<file path="src/pvd_pkg.sv">
// Package for the prefix varint decoder: token kinds, lead-byte masks,
// decoder state and token record types. No dependencies.
package pvd_pkg;

  typedef enum logic [1:0] {
    KIND_NUMBER = 2'd0,
    KIND_FLAG1  = 2'd1,
    KIND_FLAG2  = 2'd2,
    KIND_EOS    = 2'd3
  } token_kind_t;

  // lead byte classification
  localparam logic [7:0] LEAD_TOP_MASK  = 8'h80;
  localparam logic [7:0] LEAD_MASK2     = 8'hC0;
  localparam logic [7:0] LEAD_PFX2      = 8'h80;
  localparam logic [7:0] LEAD_MASK4     = 8'hF0;
  localparam logic [7:0] LEAD_PFX3      = 8'hC0;
  localparam logic [7:0] LEAD_PFX4      = 8'hD0;
  localparam logic [7:0] LEAD_PFX5      = 8'hE0;
  localparam logic [7:0] LEAD_MASK5     = 8'hF8;
  localparam logic [7:0] LEAD_FLAG1     = 8'hF0;
  localparam logic [7:0] LEAD_FLAG2     = 8'hF8;
  localparam logic [7:0] LEAD_EOS       = 8'hFF;
  localparam logic [7:0] PAYLOAD_MASK2  = 8'h3F;
  localparam logic [7:0] PAYLOAD_MASK4  = 8'h0F;
  localparam logic [7:0] FLAG_IDX_MASK  = 8'h07;

  localparam int unsigned NUM_W   = 32;
  localparam int unsigned COUNT_W = 3;

  typedef struct packed {
    logic [7:0]         lead_byte;
    logic [COUNT_W-1:0] bytes_left;
    logic [NUM_W-1:0]   partial_sum;
    logic [COUNT_W-1:0] bytes_seen;
  } dec_state_t;

  typedef struct packed {
    token_kind_t        token_kind;
    logic [NUM_W-1:0]   number_value;
    logic [2:0]         flag_index;
    logic [7:0]         flag_value;
    logic [COUNT_W-1:0] token_bytes;
  } token_t;

endpackage

</file>
<file path="src/pvd_ifs.sv">
// Valid/ready stream interfaces for the prefix varint decoder:
// the byte input channel and the token output channel. No dependencies.
interface pvd_byte_if;
  logic       valid;
  logic       ready;
  logic [7:0] in_byte;

  modport source (output valid, output in_byte, input ready);
  modport sink   (input valid, input in_byte, output ready);
endinterface

interface pvd_token_if;
  logic        valid;
  logic        ready;
  logic [1:0]  token_kind;
  logic [31:0] number_value;
  logic [2:0]  flag_index;
  logic [7:0]  flag_value;
  logic [2:0]  token_bytes;

  modport source (output valid, output token_kind, output number_value,
                  output flag_index, output flag_value, output token_bytes,
                  input ready);
  modport sink   (input valid, input token_kind, input number_value,
                  input flag_index, input flag_value, input token_bytes,
                  output ready);
endinterface

</file>
<file path="src/pvd_in_stage.sv">
// Input register stage of the prefix varint decoder.
// Uses pvd_byte_if.
module pvd_in_stage (
  input  logic       clk,
  input  logic       rst,
  pvd_byte_if.sink   in_ch,
  input  logic       advance,
  output logic       held_valid,
  output logic [7:0] held_byte
);

  assign in_ch.ready = !held_valid || advance;

  always_ff @(posedge clk) begin
    if (rst) begin
      held_valid <= 1'b0;
    end else if (in_ch.ready) begin
      held_valid <= in_ch.valid;
    end
  end

  always_ff @(posedge clk) begin
    if (in_ch.valid && in_ch.ready) begin
      held_byte <= in_ch.in_byte;
    end
  end

endmodule

</file>
<file path="src/pvd_decode.sv">
// Token decode logic and decoder state registers.
// Depends on pvd_pkg.
module pvd_decode
  import pvd_pkg::*;
(
  input  logic       clk,
  input  logic       rst,
  input  logic       step,
  input  logic [7:0] in_byte,
  output logic       emit,
  output token_t     token
);

  dec_state_t st;
  dec_state_t st_next;
  logic [NUM_W-1:0] shifted_sum;

  assign shifted_sum = {st.partial_sum[NUM_W-8:0], 7'b0} | {{(NUM_W-8){1'b0}}, in_byte};

  always_comb begin
    st_next = st;
    emit    = 1'b0;
    token   = '{token_kind: KIND_NUMBER, number_value: '0, flag_index: '0,
                flag_value: '0, token_bytes: '0};

    if (st.bytes_left == '0) begin
      st_next.lead_byte   = in_byte;
      st_next.bytes_seen  = COUNT_W'(1);
      st_next.partial_sum = '0;
      token.token_bytes   = COUNT_W'(1);
      if ((in_byte & LEAD_TOP_MASK) == 8'h00) begin
        emit               = 1'b1;
        token.number_value = {{(NUM_W-8){1'b0}}, in_byte};
      end else if ((in_byte & LEAD_MASK2) == LEAD_PFX2) begin
        st_next.partial_sum = {{(NUM_W-8){1'b0}}, in_byte & PAYLOAD_MASK2};
        st_next.bytes_left  = COUNT_W'(1);
      end else if ((in_byte & LEAD_MASK4) == LEAD_PFX3) begin
        st_next.partial_sum = {{(NUM_W-8){1'b0}}, in_byte & PAYLOAD_MASK4};
        st_next.bytes_left  = COUNT_W'(2);
      end else if ((in_byte & LEAD_MASK4) == LEAD_PFX4) begin
        st_next.partial_sum = {{(NUM_W-8){1'b0}}, in_byte & PAYLOAD_MASK4};
        st_next.bytes_left  = COUNT_W'(3);
      end else if ((in_byte & LEAD_MASK4) == LEAD_PFX5) begin
        st_next.partial_sum = {{(NUM_W-8){1'b0}}, in_byte & PAYLOAD_MASK4};
        st_next.bytes_left  = COUNT_W'(4);
      end else if ((in_byte & LEAD_MASK5) == LEAD_FLAG1) begin
        emit             = 1'b1;
        token.token_kind = KIND_FLAG1;
        token.flag_index = in_byte[2:0];
      end else if (in_byte != LEAD_EOS) begin
        st_next.bytes_left = COUNT_W'(1);
      end else begin
        emit             = 1'b1;
        token.token_kind = KIND_EOS;
      end
    end else begin
      st_next.bytes_seen = st.bytes_seen + COUNT_W'(1);
      st_next.bytes_left = st.bytes_left - COUNT_W'(1);
      token.token_bytes  = st_next.bytes_seen;
      if ((st.lead_byte & LEAD_MASK5) == LEAD_FLAG2) begin
        st_next.bytes_left = '0;
        emit               = 1'b1;
        token.token_kind   = KIND_FLAG2;
        token.flag_index   = st.lead_byte[2:0];
        token.flag_value   = in_byte;
      end else begin
        st_next.partial_sum = shifted_sum;
        if (st_next.bytes_left == '0) begin
          emit               = 1'b1;
          token.number_value = shifted_sum;
        end
      end
    end
  end

  always_ff @(posedge clk) begin
    if (rst) begin
      st <= '0;
    end else if (step) begin
      st <= st_next;
    end
  end

endmodule

</file>
<file path="src/pvd_out_stage.sv">
// Result register stage of the prefix varint decoder.
// Depends on pvd_pkg and pvd_token_if.
module pvd_out_stage
  import pvd_pkg::*;
(
  input  logic        clk,
  input  logic        rst,
  input  logic        load,
  input  token_t      token,
  output logic        can_load,
  pvd_token_if.source out_ch
);

  token_t held;

  assign can_load = !out_ch.valid || out_ch.ready;

  always_ff @(posedge clk) begin
    if (rst) begin
      out_ch.valid <= 1'b0;
    end else if (can_load) begin
      out_ch.valid <= load;
    end
  end

  always_ff @(posedge clk) begin
    if (load && can_load) begin
      held <= token;
    end
  end

  assign out_ch.token_kind   = held.token_kind;
  assign out_ch.number_value = held.number_value;
  assign out_ch.flag_index   = held.flag_index;
  assign out_ch.flag_value   = held.flag_value;
  assign out_ch.token_bytes  = held.token_bytes;

endmodule

</file>
<file path="src/prefix_varint_decoder.sv">
// Prefix varint decoder, top level: input register, decode, result register.
// Depends on pvd_pkg, pvd_ifs, pvd_in_stage, pvd_decode, pvd_out_stage.
//
// Parses a byte stream of prefix-coded tokens. Each byte accepted on in_ch
// is first captured in an input register; the decode logic then classifies
// it (as a lead byte or as a continuation of the open token), updates the
// lead byte / remaining count / partial sum / byte count, and, on the last
// byte of a token, loads one transaction into the result register that
// drives out_ch. Bytes that do not close a token produce no transaction.
// Throughput is one byte per cycle as long as out_ch takes tokens; a
// token's last byte passes through the input register and then the result
// register before its output transaction is valid. The decode step only
// advances when the result register is empty or being drained, so
// backpressure on out_ch stalls the input register and then in_ch.ready.
// Number payloads follow the stream format exactly: lead bits masked, then
// sum = (sum << 7) | byte with all 8 continuation bits kept and anything
// above bit 31 dropped. Non-number tokens report zero in number_value;
// flag_index and flag_value are zero where unused.
module prefix_varint_decoder
  import pvd_pkg::*;
(
  input logic         clk,
  input logic         rst,
  pvd_byte_if.sink    in_ch,
  pvd_token_if.source out_ch
);

  logic       held_valid;
  logic [7:0] held_byte;
  logic       can_load;
  logic       advance;
  logic       emit;
  token_t     token;

  // a held byte moves through decode only when its token (if any) has a slot
  assign advance = held_valid && can_load;

  pvd_in_stage u_in (
    .clk        (clk),
    .rst        (rst),
    .in_ch      (in_ch),
    .advance    (advance),
    .held_valid (held_valid),
    .held_byte  (held_byte)
  );

  pvd_decode u_dec (
    .clk     (clk),
    .rst     (rst),
    .step    (advance),
    .in_byte (held_byte),
    .emit    (emit),
    .token   (token)
  );

  pvd_out_stage u_out (
    .clk      (clk),
    .rst      (rst),
    .load     (advance && emit),
    .token    (token),
    .can_load (can_load),
    .out_ch   (out_ch)
  );

endmodule

</file>
<file path="src/flat_wrapper.sv">
// flat-port wrapper written by rule: the top's interface ports become plain ports
module prefix_varint_decoder_flat import pvd_pkg::*;
  (clk, rst, in_ch_valid, in_ch_in_byte, in_ch_ready, out_ch_valid, out_ch_token_kind, out_ch_number_value, out_ch_flag_index, out_ch_flag_value, out_ch_token_bytes, out_ch_ready);
  pvd_byte_if in_ch_i ();
  pvd_token_if out_ch_i ();
  input logic clk;
  input logic rst;
  input wire logic [$bits(in_ch_i.valid)-1:0] in_ch_valid;
  input wire logic [$bits(in_ch_i.in_byte)-1:0] in_ch_in_byte;
  output wire logic [$bits(in_ch_i.ready)-1:0] in_ch_ready;
  output wire logic [$bits(out_ch_i.valid)-1:0] out_ch_valid;
  output wire logic [$bits(out_ch_i.token_kind)-1:0] out_ch_token_kind;
  output wire logic [$bits(out_ch_i.number_value)-1:0] out_ch_number_value;
  output wire logic [$bits(out_ch_i.flag_index)-1:0] out_ch_flag_index;
  output wire logic [$bits(out_ch_i.flag_value)-1:0] out_ch_flag_value;
  output wire logic [$bits(out_ch_i.token_bytes)-1:0] out_ch_token_bytes;
  input wire logic [$bits(out_ch_i.ready)-1:0] out_ch_ready;
  assign in_ch_i.valid = in_ch_valid;
  assign in_ch_i.in_byte = in_ch_in_byte;
  assign in_ch_ready = in_ch_i.ready;
  assign out_ch_valid = out_ch_i.valid;
  assign out_ch_token_kind = out_ch_i.token_kind;
  assign out_ch_number_value = out_ch_i.number_value;
  assign out_ch_flag_index = out_ch_i.flag_index;
  assign out_ch_flag_value = out_ch_i.flag_value;
  assign out_ch_token_bytes = out_ch_i.token_bytes;
  assign out_ch_i.ready = out_ch_ready;
  prefix_varint_decoder u_core (.clk(clk), .rst(rst), .in_ch(in_ch_i), .out_ch(out_ch_i));
endmodule
</file>
<file path="config.mk">
export PLATFORM = sky130hd
export DESIGN_NAME = prefix_varint_decoder_flat
export DESIGN_NICKNAME = d
export VERILOG_FILES = /design/src/pvd_pkg.sv /design/src/pvd_ifs.sv /design/src/pvd_in_stage.sv /design/src/pvd_decode.sv /design/src/pvd_out_stage.sv /design/src/prefix_varint_decoder.sv /design/src/flat_wrapper.sv
export SDC_FILE = /design/constraint.sdc
export NUM_CORES = 1
export LEC_CHECK = 0
export BUFFER_PORTS_ARGS = -buffer_cell sky130_fd_sc_hd__clkbuf_2
export CORE_MARGIN = 10
export CORE_UTILIZATION = 52
export CTS_BUF_LIST = sky130_fd_sc_hd__clkbuf_8
export CTS_CLUSTER_DIAMETER = 60
export DETAILED_ROUTE_END_ITERATION = 8
export GPL_TIMING_DRIVEN = 0
export PLACE_DENSITY = 0.84
export SYNTH_ARGS = -nofsm -noshare
export SYNTH_HDL_FRONTEND = slang
export SYNTH_SLANG_ARGS = --single-unit
</file>
<file path="constraint.sdc">
create_clock -name clk -period 2.68 [get_ports clk]
set_input_delay 0.134 -clock clk [delete_from_list [all_inputs] [get_ports clk]]
set_output_delay 0.134 -clock clk [all_outputs]
set_load 0.005 [all_outputs]
</file>
==> run_results.csv <==
group,metric,value,unit
synth,synth_top_cell_by_area,"edfxtp_1",
synth,synth_common_cells,"edfxtp_1 (56), dfxtp_1 (41), and3_1 (30)",
detailed_routing,viasPerCell,5.501,
die,die_w,105.2,um
timing,slew_headroom,0.5846,
pwr,pwr-share-clk,0.317,
critical_path,cp-end-kind,"flip-flop",
synth,synth_area,3779,um^2
synth,yosys_most_used_dff,"edfxtp_1",
critical_path,critPathArrivalTime,2.37,ns
detailed_routing,drc_errors,0,
synth,synth_edf_count,56,
job,cap_viol_max_count,0,
synth,synth_nets,311,
place,dpl.hpwl,5449,um
grt,grtUsageMet2,0.2187,
grt,grt_pass1_vias,2619,
synth,synth_top_family_by_area,"simple AND/OR/NAND/NOR gates",
outcome,outcome,"completed",
die,rows,31,
layout,fill_cells,549,
clock_network,clockBufferDepth,2,
timing,max_slew.worst_pin.slew,0.6184,ns
clock_network,cts_tree,"done",
die,start_util,0.5266,
synth,netlist-cell-type-count,43,
timing,rsz0062_at_grt,"no",
timing,fin_crit,2.363,ns
detailed_routing,detail_route.first_pass.iterations,5,
synth,synth-compound-area-share,0.1152,
grt,top_usage_layer,"met2",
pwr,pwr-share-comb,0.091,
synth,synth_most_common_cell,"edfxtp_1",
pwr,swShare,0.2595,
critical_path,cpPeakStageDelay,0.58,ns
synth,synthTopCellsByArea,"edfxtp_1 (45%), dfxtp_1 (22%), a22o_1 (5.1%)",
synth,syn_inst,295,
synth,ys_ff_latch,97,
synth,synth_simple_gate_area_share,0.1493,
grt,grt-ovfl-total,0,
clock_network,clk_latency,0.37,ns
grt,gr-usage-met3,0.05238,
die,die_y,105.2,um
detailed_routing,wl_per_cell,16.70,um
pwr,leakagePower,1.845,nW
clock_network,cts_root_buf,"clkbuf_8",
synth,muxShareOfSynthArea,0.02119,
pwr,intPower,2.080,mW
pwr,power_frac_seq,0.592,
synth,async_reset_ff_frac,0,
synth,syn_avg_cell_area,12.81,um^2
clock_network,cts_made_buffers,9,
pwr,switchingPower,728.9,uW
detailed_routing,vias,2635,
place,dpl_cell_area,4204,um^2
critical_path,crit_fanout,48,
critical_path,crit_buf_inv,3,
layout,nets,391,
die,core,7176,um^2
place,gp_congestion,0.9220,
critical_path,crit_chain,"inv_1 -> ha_1 -> nand2b_1 -> buf_2 -> clkbuf_1 -> o31a_4",
die,num_io_pins,62,
grt,globalRouteTotalUtil,0.1445,
detailed_routing,wirelength,7999,um
synth,synth_xor_xnor_area_share,0.004636,
timing,max_freq,423.3,MHz
critical_path,critical_path_class,"flip-flop to flip-flop",
layout,n_antenna_cell,0,
timing,min_period_over_period,0.8816,
layout,stdcell_area,4487,um^2
clock_network,clock_sinks,97,
timing,final.setup.tns,0,ns
timing,drv_slew,0,
timing,holdWs,0.1756,ns
detailed_routing,drt-initial-drc-count,178,
layout,syn_to_final_growth,18.74,%
clock_network,htreeDepth,3,
synth,ys_warn_count,0,
hold_path,hold_class,"input pin to flip-flop",
layout,utilization,0.6253,
critical_path,crit_family,"buffers and inverters",
timing,setup_viol,0,
critical_path,cp.depth,6,
grt,antenna_found_initial,0,
pwr,power,2.809,mW
timing,hold_viol_final,0,
detailed_routing,ant_nets,0,
clock_network,clk_pin_slew,0.09,ns
critical_path,required,2.68,ns
critical_path,r2r_cells,6,
timing,skew,0.01132,ns
hold_path,hold_path_depth,4,
layout,drive_gt1_frac,0.2474,
critical_path,startpoint_type,"flip-flop",
grt,grt_use_met1,0.1780,
pwr,ir_drop,290.8,uV
grt,grt_pass1_wl,13140,um
synth,synth_top_area_frac,0.4450,
synth,ys_seq_area_frac,0.6623,
pwr,p_per_area,626.1,nW/um^2
die,die_area,11080,um^2
place,numPortBuffers,60,
grt,grt_start_max_net_pins,49,
synth,synth_adder_area_share,0.01325,
critical_path,crit_path_top_delay_cell,"o31a_4",
[tightest hold or removal path: stages]
cell      delay [ns]
clkbuf_2        0.09
nor2b_1         0.08
a21oi_1         0.15
nor2_1          0.04
[metrics by stage]
step / instances / setup WS, ns
after floorplan: 295 / 0.4574
after global placement: 454 / 0.08722
after detailed placement: 454 / -0.04760
after CTS: 479 / 0.3276
after global routing: 479 / 0.1768
final: 479 / 0.3174
[power by group through the flow]
stage / Clock [mW] / Sequential, mW / Combinational (mW)
final: 0.890 / 1.66 / 0.257
after global routing: 0.959 / 1.67 / 0.281
after CTS: 0.898 / 1.66 / 0.256
after detailed placement: 0 / 1.70 / 0.243
after global placement: 0 / 1.69 / 0.233
after floorplan: 0 / 1.69 / 0.150
[flip-flops by register name, summed over array words and instances, names as in the netlist]
| signal | cells |
|---|---|
| u_core.u_out.out_ch.number_value | 32 |
| u_core.u_in.held_byte | 8 |
| u_core.u_in.held_valid | 1 |
| u_core.u_out.out_ch.valid | 1 |
| u_core.u_out.out_ch.token_bytes | 3 |
| u_core.u_out.out_ch.token_kind | 2 |
| u_core.u_out.out_ch.flag_value | 8 |
| u_core.u_out.out_ch.flag_index | 3 |
| u_core.u_dec.st | 39 |
[layout make-up]
type	instances	area (um^2)	share of cell area
inverters	7	26.28	0.005856
flip-flops and latches	97	2502	0.5577
repair buffers	69	390.4	0.08700
well taps	99	123.9	0.02761
multi-input cells	171	1156	0.2577
clock buffers	9	123.9	0.02761
plain buffers	20	102.6	0.02287
clock inverters	7	61.31	0.01366
[metal layers]
layer | routed length, um | part of all wire
met3 | 625 | 0.078
met1 | 3511 | 0.44
met2 | 3629 | 0.45
met4 | 233 | 0.029
met5 | 0 | 0
[path summary, 6_finish.rpt]
kind | to | from | slack, ns
worst max-delay path | u_core.u_out.out_ch.token_kind[1] | u_core.u_dec.st[35] | 0.32
worst min-delay path | u_core.u_in.held_valid | out_ch_ready | 0.18
worst max register to register | u_core.u_out.out_ch.token_kind[1] | u_core.u_dec.st[35] | 0.32
worst min register to register | u_core.u_dec.st[1] | u_core.u_dec.st[1] | 0.48
[cells by family after synthesis]
group,after synthesis
buf+inv,27
compound gates,57
fa+ha+maj,4
xor+xnor,2
flops,97
simple gates,100
mux,8
[layout by cell type (no fill, tap or decap), drive strengths merged, types with 2 or more instances in the layout]
cell type,count
mux2i,8
nand3,8
a22o,22
a2111oi,4
nor3b,4
or4,2
and2,4
nor3,5
nor2b,6
nand2b,5
o21ai,6
a21oi,12
nand2,9
a31o,4
clkinv,2
dlygate4sd3,9
xnor2,2
ha,4
buf,10
clkbuf,79
nor2,22
inv,11
dfxtp,41
edfxtp,56
and3,30
[what timing repair did]
action | CTS | global route
setup endpoints to repair | 48 | 0
setup buffers | 0 | 0
hold buffers | 9 | 0
endpoints found under the hold margin | 9 | 0
resized for setup | 1 | 0
Note: power is estimated with default switching activity, not from simulation.
